$ cat config.mk
export PLATFORM = sky130hd
export DESIGN_NAME = swipe_gesture_scroll_detector
export DESIGN_NICKNAME = d
export VERILOG_FILES = /design/src/rtl/swgs_pkg.sv /design/src/rtl/swgs_div.sv /design/src/rtl/swipe_gesture_scroll_detector.sv
export SDC_FILE = /design/constraint.sdc
export NUM_CORES = 2
export LEC_CHECK = 0
export BUFFER_PORTS_ARGS = -buffer_cell sky130_fd_sc_hd__buf_2
export CAP_MARGIN = 20
export CORE_MARGIN = 4
export CORE_UTILIZATION = 60
export DETAILED_ROUTE_END_ITERATION = 10
export HOLD_SLACK_MARGIN = 0.1
export PLACE_DENSITY = 0.83
export SLEW_MARGIN = 5
export SYNTH_ARGS = -nofsm -noshare
export SYNTH_HDL_FRONTEND = slang
export SYNTH_HIERARCHICAL = 1
export SYNTH_SLANG_ARGS = --single-unit
$ cat constraint.sdc
create_clock -name clk -period 27.6 [get_ports clk]
set_clock_uncertainty 0.2 [all_clocks]
set_input_delay 2.76 -clock clk [delete_from_list [all_inputs] [get_ports clk]]
set_output_delay 2.76 -clock clk [all_outputs]
set_load 0.02 [all_outputs]
$ cat src/rtl/swgs_pkg.sv
// shared types and constants for the swipe gesture scroll detector
// no dependencies; imported by swgs_div, swipe_gesture_scroll_detector, swgs_scroll_checker and the testbench
package swgs_pkg;

    // stream payload widths
    localparam int IN_DATA_W  = 72;  // 67 bits of fields padded to whole bytes
    localparam int OUT_DATA_W = 8;   // 7 bits of fields padded to whole bytes
    localparam int KIND_W     = 2;
    localparam int FINGER_W   = 3;
    localparam int DELTA_W    = 16;
    localparam int TIME_W     = 32;
    localparam int TOTAL_W    = 32;
    localparam int DIR_W      = 2;
    localparam int INT_W      = 5;

    // divider dividend: 5 * |delta|, at most 5 * 32768
    localparam int NUM_W = 18;

    // configuration port
    localparam int CFG_ADDR_W = 2;
    localparam int CFG_DATA_W = 16;

    localparam logic [CFG_ADDR_W-1:0] REG_REQ_FINGERS = 2'd0;
    localparam logic [CFG_ADDR_W-1:0] REG_START_THR   = 2'd1;
    localparam logic [CFG_ADDR_W-1:0] REG_SCROLL_THR  = 2'd2;
    localparam logic [CFG_ADDR_W-1:0] REG_MIN_INT     = 2'd3;

    localparam logic [2:0]  RST_REQ_FINGERS = 3'd3;
    localparam logic [15:0] RST_START_THR   = 16'd160;
    localparam logic [14:0] RST_SCROLL_THR  = 15'd16;
    localparam logic [9:0]  RST_MIN_INT     = 10'd16;

    // event kinds
    localparam logic [KIND_W-1:0] KIND_BEGIN  = 2'd0;
    localparam logic [KIND_W-1:0] KIND_UPDATE = 2'd1;
    localparam logic [KIND_W-1:0] KIND_END    = 2'd2;

    // scroll directions
    localparam logic [DIR_W-1:0] DIR_UP    = 2'd0;
    localparam logic [DIR_W-1:0] DIR_DOWN  = 2'd1;
    localparam logic [DIR_W-1:0] DIR_LEFT  = 2'd2;
    localparam logic [DIR_W-1:0] DIR_RIGHT = 2'd3;

    // intensity clamp
    localparam logic [INT_W-1:0] INT_MIN = 5'd1;
    localparam logic [INT_W-1:0] INT_MAX = 5'd20;

    // divider status toward the sequencer
    typedef struct packed {
        logic busy;
        logic done;
    } swgs_div_status_t;

endpackage

$ cat src/rtl/swgs_div.sv
// iterative clamped divider: intensity = clamp(num / (max(1,dt) << FRAC_BITS), 1, 20)
// one quotient bit per cycle, six bits in all; depends on swgs_pkg
module swgs_div #(
    parameter int FRAC_BITS = 4
) (
    input  logic                                clk,
    input  logic                                rst_n,
    input  logic                                start,
    input  logic [swgs_pkg::NUM_W-1:0]          num,
    input  logic [swgs_pkg::TIME_W-1:0]         dt,
    output logic [swgs_pkg::INT_W-1:0]          intensity,
    output swgs_pkg::swgs_div_status_t          status
);
    import swgs_pkg::*;

    // six quotient bits: bit 5 set means the quotient is at least 32
    localparam int Q_W    = 6;
    localparam int DEN_W  = TIME_W + FRAC_BITS;
    localparam int D_W    = DEN_W + Q_W - 1;
    localparam int STEP_W = 3;
    localparam logic [STEP_W-1:0] LAST_STEP = STEP_W'(Q_W - 1);

    logic [NUM_W-1:0]  rem_reg, rem_next;
    logic [D_W-1:0]    d_reg, d_next;
    logic [Q_W-1:0]    q_reg, q_next;
    logic [STEP_W-1:0] step_reg, step_next;
    logic              busy_reg, busy_next;
    logic              done_reg, done_next;
    logic [INT_W-1:0]  int_reg, int_next;

    logic [DEN_W-1:0]  den;
    logic              ge;

    assign den = (dt == '0) ? (DEN_W'(1) << FRAC_BITS) : (DEN_W'(dt) << FRAC_BITS);
    assign ge  = {{(D_W-NUM_W){1'b0}}, rem_reg} >= d_reg;

    always_comb
    begin
        rem_next  = rem_reg;
        d_next    = d_reg;
        q_next    = q_reg;
        step_next = step_reg;
        busy_next = busy_reg;
        done_next = 1'b0;
        int_next  = int_reg;
        if (start)
        begin
            rem_next  = num;
            d_next    = D_W'(den) << (Q_W - 1);
            q_next    = '0;
            step_next = LAST_STEP;
            busy_next = 1'b1;
        end
        else if (busy_reg)
        begin
            if (ge)
            begin
                rem_next = rem_reg - d_reg[NUM_W-1:0];
            end
            q_next = {q_reg[Q_W-2:0], ge};
            d_next = d_reg >> 1;
            if (step_reg == '0)
            begin
                busy_next = 1'b0;
                done_next = 1'b1;
                if (q_next == '0)
                begin
                    int_next = INT_MIN;
                end
                else if (q_next > Q_W'(INT_MAX))
                begin
                    int_next = INT_MAX;
                end
                else
                begin
                    int_next = q_next[INT_W-1:0];
                end
            end
            else
            begin
                step_next = step_reg - 1'b1;
            end
        end
    end

    always_ff @(posedge clk or negedge rst_n)
    begin
        if (!rst_n)
        begin
            rem_reg  <= '0;
            d_reg    <= '0;
            q_reg    <= '0;
            step_reg <= '0;
            busy_reg <= 1'b0;
            done_reg <= 1'b0;
            int_reg  <= INT_MIN;
        end
        else
        begin
            rem_reg  <= rem_next;
            d_reg    <= d_next;
            q_reg    <= q_next;
            step_reg <= step_next;
            busy_reg <= busy_next;
            done_reg <= done_next;
            int_reg  <= int_next;
        end
    end

    assign intensity   = int_reg;
    assign status.busy = busy_reg;
    assign status.done = done_reg;

endmodule

$ cat src/rtl/swipe_gesture_scroll_detector.sv
// top level of the swipe gesture scroll detector: sequencer, shared multiplier,
// gesture state and configuration registers; depends on swgs_pkg and swgs_div
//
//  channel  | direction | handshake          | payload
//  ---------+-----------+--------------------+-------------------------------------------
//  s_*      | in        | s_tvalid/s_tready  | tuser kind, tdata fingers/dx/dy/time
//  m_*      | out       | m_tvalid/m_tready  | tdata direction/intensity
//  cfg_*    | in        | cfg_we only        | cfg_addr register index, cfg_wdata value
//
// begin, end, unknown kinds and ignored updates stay in idle; an active-gesture update
// adds and checks, one that runs the activation test also makes three passes through
// the shared 32x32 multiplier and compares, and one that scrolls also uses the six-step
// divider and the emit step. reset (rst_n low, asynchronous) clears the gesture state
// and loads the register defaults. one result waits in the output register; the sequencer
// only holds in its emit step when a new result finds the previous one not yet taken.
module swipe_gesture_scroll_detector #(
    parameter int FRAC_BITS = 4
) (
    input  logic                              clk,
    input  logic                              rst_n,
    input  logic                              s_tvalid,
    output logic                              s_tready,
    // [2:0] fingers, [18:3] delta_x, [34:19] delta_y, [66:35] time_ms, rest zero
    input  logic [swgs_pkg::IN_DATA_W-1:0]    s_tdata,
    // [1:0] kind
    input  logic [swgs_pkg::KIND_W-1:0]       s_tuser,
    output logic                              m_tvalid,
    input  logic                              m_tready,
    // [1:0] direction, [6:2] intensity, [7] zero
    output logic [swgs_pkg::OUT_DATA_W-1:0]   m_tdata,
    input  logic                              cfg_we,
    input  logic [swgs_pkg::CFG_ADDR_W-1:0]   cfg_addr,
    input  logic [swgs_pkg::CFG_DATA_W-1:0]   cfg_wdata
);
    import swgs_pkg::*;

    typedef enum logic [3:0] {
        S_IDLE,   // waiting for a request
        S_ACC,    // saturating add into the totals
        S_SQX,    // multiplier: |total_x|^2
        S_SQY,    // multiplier: |total_y|^2
        S_SQT,    // multiplier: start threshold squared, add the two squares
        S_CMP,    // activation compare
        S_CHK,    // interval check and direction pick
        S_DIV,    // waiting on the divider
        S_EMIT    // hand the result to the output register
    } state_t;

    state_t state_reg, state_next;

    // configuration
    logic [FINGER_W-1:0] req_reg, req_next;
    logic [15:0]         sthr_reg, sthr_next;
    logic [14:0]         scthr_reg, scthr_next;
    logic [9:0]          minint_reg, minint_next;

    // gesture state
    logic [FINGER_W-1:0]       fingers_reg, fingers_next;
    logic signed [TOTAL_W-1:0] tx_reg, tx_next;
    logic signed [TOTAL_W-1:0] ty_reg, ty_next;
    logic                      active_reg, active_next;
    logic [TIME_W-1:0]         last_reg, last_next;

    // latched request
    logic signed [DELTA_W-1:0] dx_reg, dx_next;
    logic signed [DELTA_W-1:0] dy_reg, dy_next;
    logic [TIME_W-1:0]         now_reg, now_next;

    // multiplier pipe
    logic [2*TOTAL_W-1:0] prod_reg, prod_next;
    logic [2*TOTAL_W-1:0] sum_reg, sum_next;
    logic [TOTAL_W-1:0]   mul_a;
    logic [2*TOTAL_W-1:0] mul_full;

    // result
    logic [DIR_W-1:0]      dir_reg, dir_next;
    logic                  out_valid_reg, out_valid_next;
    logic [OUT_DATA_W-1:0] out_data_reg, out_data_next;

    // divider hookup
    logic              div_start;
    logic [NUM_W-1:0]  div_num;
    logic [TIME_W-1:0] dt;
    logic [INT_W-1:0]  div_int;
    swgs_div_status_t  div_st;

    logic [DELTA_W:0]  ax_d, ay_d;

    function automatic logic [TOTAL_W-1:0] mag32(input logic signed [TOTAL_W-1:0] v);
        return v[TOTAL_W-1] ? (~v + 1'b1) : v;
    endfunction

    function automatic logic [DELTA_W:0] mag16(input logic signed [DELTA_W-1:0] v);
        logic [DELTA_W:0] e;
        e = {v[DELTA_W-1], v};
        return v[DELTA_W-1] ? (~e + 1'b1) : e;
    endfunction

    function automatic logic signed [TOTAL_W-1:0] sat_add(
        input logic signed [TOTAL_W-1:0] t,
        input logic signed [DELTA_W-1:0] d
    );
        logic signed [TOTAL_W:0] s;
        s = {t[TOTAL_W-1], t} + {{(TOTAL_W-DELTA_W+1){d[DELTA_W-1]}}, d};
        if (s[TOTAL_W] != s[TOTAL_W-1])
        begin
            // overflow: pin to the rail on the side of the true sign
            return s[TOTAL_W] ? {1'b1, {(TOTAL_W-1){1'b0}}} : {1'b0, {(TOTAL_W-1){1'b1}}};
        end
        return s[TOTAL_W-1:0];
    endfunction

    // 5 * |d| as (|d| << 2) + |d|
    function automatic logic [NUM_W-1:0] times5(input logic [DELTA_W:0] a);
        return NUM_W'({a, 2'b00} + {2'b00, a});
    endfunction

    swgs_div #(
        .FRAC_BITS (FRAC_BITS)
    ) u_div (
        .clk       (clk),
        .rst_n     (rst_n),
        .start     (div_start),
        .num       (div_num),
        .dt        (dt),
        .intensity (div_int),
        .status    (div_st)
    );

    assign dt   = now_reg - last_reg;
    assign ax_d = mag16(dx_reg);
    assign ay_d = mag16(dy_reg);

    // shared squarer, operand picked by the sequencer step
    always_comb
    begin
        case (state_reg)
            S_SQX:   mul_a = mag32(tx_reg);
            S_SQY:   mul_a = mag32(ty_reg);
            S_SQT:   mul_a = TOTAL_W'(sthr_reg);
            default: mul_a = '0;
        endcase
    end

    assign mul_full = mul_a * mul_a;

    always_comb
    begin
        state_next     = state_reg;
        req_next       = req_reg;
        sthr_next      = sthr_reg;
        scthr_next     = scthr_reg;
        minint_next    = minint_reg;
        fingers_next   = fingers_reg;
        tx_next        = tx_reg;
        ty_next        = ty_reg;
        active_next    = active_reg;
        last_next      = last_reg;
        dx_next        = dx_reg;
        dy_next        = dy_reg;
        now_next       = now_reg;
        prod_next      = prod_reg;
        sum_next       = sum_reg;
        dir_next       = dir_reg;
        out_data_next  = out_data_reg;
        out_valid_next = out_valid_reg && !m_tready;
        div_start      = 1'b0;
        div_num        = times5(ay_d);

        if (cfg_we)
        begin
            case (cfg_addr)
                REG_REQ_FINGERS: req_next    = cfg_wdata[FINGER_W-1:0];
                REG_START_THR:   sthr_next   = cfg_wdata;
                REG_SCROLL_THR:  scthr_next  = cfg_wdata[14:0];
                REG_MIN_INT:     minint_next = cfg_wdata[9:0];
                default:         ;
            endcase
        end

        case (state_reg)
            S_IDLE:
            begin
                if (s_tvalid)
                begin
                    dx_next  = s_tdata[18:3];
                    dy_next  = s_tdata[34:19];
                    now_next = s_tdata[66:35];
                    case (s_tuser)
                        KIND_BEGIN, KIND_END:
                        begin
                            fingers_next = (s_tuser == KIND_BEGIN) ? s_tdata[2:0] : '0;
                            tx_next      = '0;
                            ty_next      = '0;
                            active_next  = 1'b0;
                            last_next    = '0;
                        end
                        KIND_UPDATE:
                        begin
                            if (fingers_reg == req_reg)
                            begin
                                state_next = S_ACC;
                            end
                        end
                        default: ;  // unknown kind, dropped
                    endcase
                end
            end
            S_ACC:
            begin
                tx_next    = sat_add(tx_reg, dx_reg);
                ty_next    = sat_add(ty_reg, dy_reg);
                state_next = active_reg ? S_CHK : S_SQX;
            end
            S_SQX:
            begin
                prod_next  = mul_full;
                state_next = S_SQY;
            end
            S_SQY:
            begin
                sum_next   = prod_reg;
                prod_next  = mul_full;
                state_next = S_SQT;
            end
            S_SQT:
            begin
                sum_next   = sum_reg + prod_reg;
                prod_next  = mul_full;
                state_next = S_CMP;
            end
            S_CMP:
            begin
                if (sum_reg > prod_reg)
                begin
                    active_next = 1'b1;
                    last_next   = now_reg;
                end
                state_next = S_CHK;
            end
            S_CHK:
            begin
                state_next = S_IDLE;
                if (active_reg && (dt >= TIME_W'(minint_reg)))
                begin
                    // restamp whether or not a scroll comes out
                    last_next = now_reg;
                    if (ay_d > (DELTA_W+1)'(scthr_reg))
                    begin
                        dir_next   = dy_reg[DELTA_W-1] ? DIR_UP : DIR_DOWN;
                        div_num    = times5(ay_d);
                        div_start  = 1'b1;
                        state_next = S_DIV;
                    end
                    else if (ax_d > (DELTA_W+1)'(scthr_reg))
                    begin
                        dir_next   = dx_reg[DELTA_W-1] ? DIR_LEFT : DIR_RIGHT;
                        div_num    = times5(ax_d);
                        div_start  = 1'b1;
                        state_next = S_DIV;
                    end
                end
            end
            S_DIV:
            begin
                if (div_st.done)
                begin
                    state_next = S_EMIT;
                end
            end
            S_EMIT:
            begin
                // wait only if the previous result is still held
                if (!out_valid_reg || m_tready)
                begin
                    out_valid_next = 1'b1;
                    out_data_next  = {1'b0, div_int, dir_reg};
                    state_next     = S_IDLE;
                end
            end
            default: state_next = S_IDLE;
        endcase
    end

    always_ff @(posedge clk or negedge rst_n)
    begin
        if (!rst_n)
        begin
            state_reg     <= S_IDLE;
            req_reg       <= RST_REQ_FINGERS;
            sthr_reg      <= RST_START_THR;
            scthr_reg     <= RST_SCROLL_THR;
            minint_reg    <= RST_MIN_INT;
            fingers_reg   <= '0;
            tx_reg        <= '0;
            ty_reg        <= '0;
            active_reg    <= 1'b0;
            last_reg      <= '0;
            dx_reg        <= '0;
            dy_reg        <= '0;
            now_reg       <= '0;
            prod_reg      <= '0;
            sum_reg       <= '0;
            dir_reg       <= DIR_UP;
            out_valid_reg <= 1'b0;
            out_data_reg  <= '0;
        end
        else
        begin
            state_reg     <= state_next;
            req_reg       <= req_next;
            sthr_reg      <= sthr_next;
            scthr_reg     <= scthr_next;
            minint_reg    <= minint_next;
            fingers_reg   <= fingers_next;
            tx_reg        <= tx_next;
            ty_reg        <= ty_next;
            active_reg    <= active_next;
            last_reg      <= last_next;
            dx_reg        <= dx_next;
            dy_reg        <= dy_next;
            now_reg       <= now_next;
            prod_reg      <= prod_next;
            sum_reg       <= sum_next;
            dir_reg       <= dir_next;
            out_valid_reg <= out_valid_next;
            out_data_reg  <= out_data_next;
        end
    end

    assign s_tready = (state_reg == S_IDLE);
    assign m_tvalid = out_valid_reg;
    assign m_tdata  = out_data_reg;

    // divider only reports back while the sequencer waits on it
    a_div_done_in_div: assert property (@(posedge clk) disable iff (!rst_n)
        div_st.done |-> (state_reg == S_DIV))
        else $error("divider done outside the divide step");

    // no divide in flight while a new request can be taken
    a_div_idle: assert property (@(posedge clk) disable iff (!rst_n)
        (state_reg == S_IDLE) |-> !div_st.busy)
        else $error("divider busy while idle");

    // the divide step is only left once the divider has finished
    a_emit_after_div: assert property (@(posedge clk) disable iff (!rst_n)
        (state_reg == S_DIV) && !div_st.done |=> (state_reg == S_DIV))
        else $error("left the divide step before the divider finished");

    // a held result always carries an intensity inside the clamp
    a_int_range: assert property (@(posedge clk) disable iff (!rst_n)
        out_valid_reg |-> (out_data_reg[6:2] >= INT_MIN) && (out_data_reg[6:2] <= INT_MAX))
        else $error("intensity out of range");

endmodule

==> results.toml <==
[placement]
portBuffers = 100
place_area_sq_um = 63300
routabilityCongestion = 0.959
hpwl_microns = 129000

[setup_path]
crit_slowest_cell = "or4_1"
critPathLaunchType = "register"
crit_type = "reg2reg"
slowest_delay_ps = 640
cp_common_cell = "fa_1"
critPathMaxFanout = 16
cp.arrival_ps = 12420
cp-end-kind = "register"
crit_family = "adder cells"
cp.required_ps = 27840
crit_buf_inv = 9

[global_routing]
grt_pass1_vias = 51857
overflow = 0
grt_usage_pct = 31.7
grt_pass1_wl_microns = 273000
grt_max_degree = 118
antenna_found_initial = 0

[routing]
routed.top_layer = "met4"
drt_first_pass_iters = 7
wl_per_cell_microns = 20.5
drtIter0Drc = 4355
routedLengthMet1_microns = 65300
wl_met3_microns = 15000
vias = 49947
route.met2.wl_microns = 78800
drc_errors = 0
post_drt_via_cell_ratio = 6.06
ant_nets = 0
wirelength_microns = 168000

[cells_and_area]
nets = 8337
drive_above_1_share_pct = 6.82
final_core_utilization_pct = 64.4
largest_reg_flops = 64
syn_to_final_growth_pct = 5.92
post-route-cell-area_sq_um = 64900

[die]
die_h_microns = 328
ios = 107
initial_utilization_pct = 60.8
dieArea_sq_um = 107000
die_w_microns = 328
coreArea_sq_um = 101000
rows = 116

[cts]
cts_tree = "built"
clk_path_buf_depth = 3
clkSinkCount = 423
cts_root_buf = "clkbuf_16"
cts_resized = 0
cts_hold_buf = 0
numCtsBuffers = 45
cts_setup_buffers = 0
clk_latency_ps = 610
clkTransAtPathRegs_ps = 70
htreeDepth = 2

[sta]
finalSetupViolations = 0
period_share_pct = 44.1
tns_ps = 0
rsz0062_at_grt = "false"
fin_crit_ps = 12180
max_freq_mhz = 82.1
max_slew.worst_pin.slew_ps = 1050
hold_violations = 0
slew_viol_final = 0
slew_headroom_pct = 29.8

[logic_synthesis]
yosys_warnings = 6
synth_area_sq_um = 61300
syn_avg_cell_area_sq_um = 8.95
synthCells = 6846

[run_status]
status = "finished, final reports clean"

[min_path]
hold_path_class = "reg2reg"

[run]
maxCapViolations = 0
[cell type report]
type | count | area (sq um)
multi-input combinational | 4943 | 45100
antenna | 2 | 5.00
tap | 1357 | 1700
sequential | 423 | 10600
fill | 8013 | 35900
inverter | 1249 | 4700
clock inverter | 24 | 325
timing repair buffer | 183 | 1180
clock buffer | 57 | 1250
[metal layers]
| layer | GRT usage [%] | vias to the layer above |
|---|---|---|
| li1 | - | 22463 |
| met1 | 41.2 | 24620 |
| met2 | 51.9 | 2264 |
| met3 | 5.80 | 600 |
| met4 | 14.6 | 0 |
| met5 | 0 | - |
[path summary, 6_finish.rpt]
check,start,endpoint,slack (ps),depth (start not counted)
max in group asynchronous,rst_n,dx_reg[2],22970,3
setup / recovery,ty_reg[7],prod_reg[57],15420,38
setup reg to reg,ty_reg[7],prod_reg[57],15420,38
hold reg to reg,u_div/intensity[0],u_div/intensity[0],270,2
min in group asynchronous,rst_n,prod_reg[17],1990,1
hold / removal,u_div/intensity[0],u_div/intensity[0],270,2
[worst min-delay path, stage by stage, from the launching register on]
cell	delay, ps
dfstp_2	370
nand2_1	50
o31ai_1	50
[stage by stage]
step	setup WS [ps]	instances	hold slack (ps)
after detailed placement	15680	8154	265
final	15420	8238	274
after global placement	15680	8152	258
after floorplan	17610	6871	235
after CTS	15620	8235	274
after global routing	14800	8236	306
[cells in the final DEF (no fill, tap or decap), drive strengths merged, types with 129 or more instances in the layout]
cell type,n
nor2,585
xor2,134
buf,183
o21ai,278
xnor2,197
dfrtp,416
nand2,616
ha,591
mux2,129
fa,804
inv,1238
a21oi,316
Power is not shown: default switching activity piles up to over one toggle a cycle in this logic, so the estimate is an artifact.
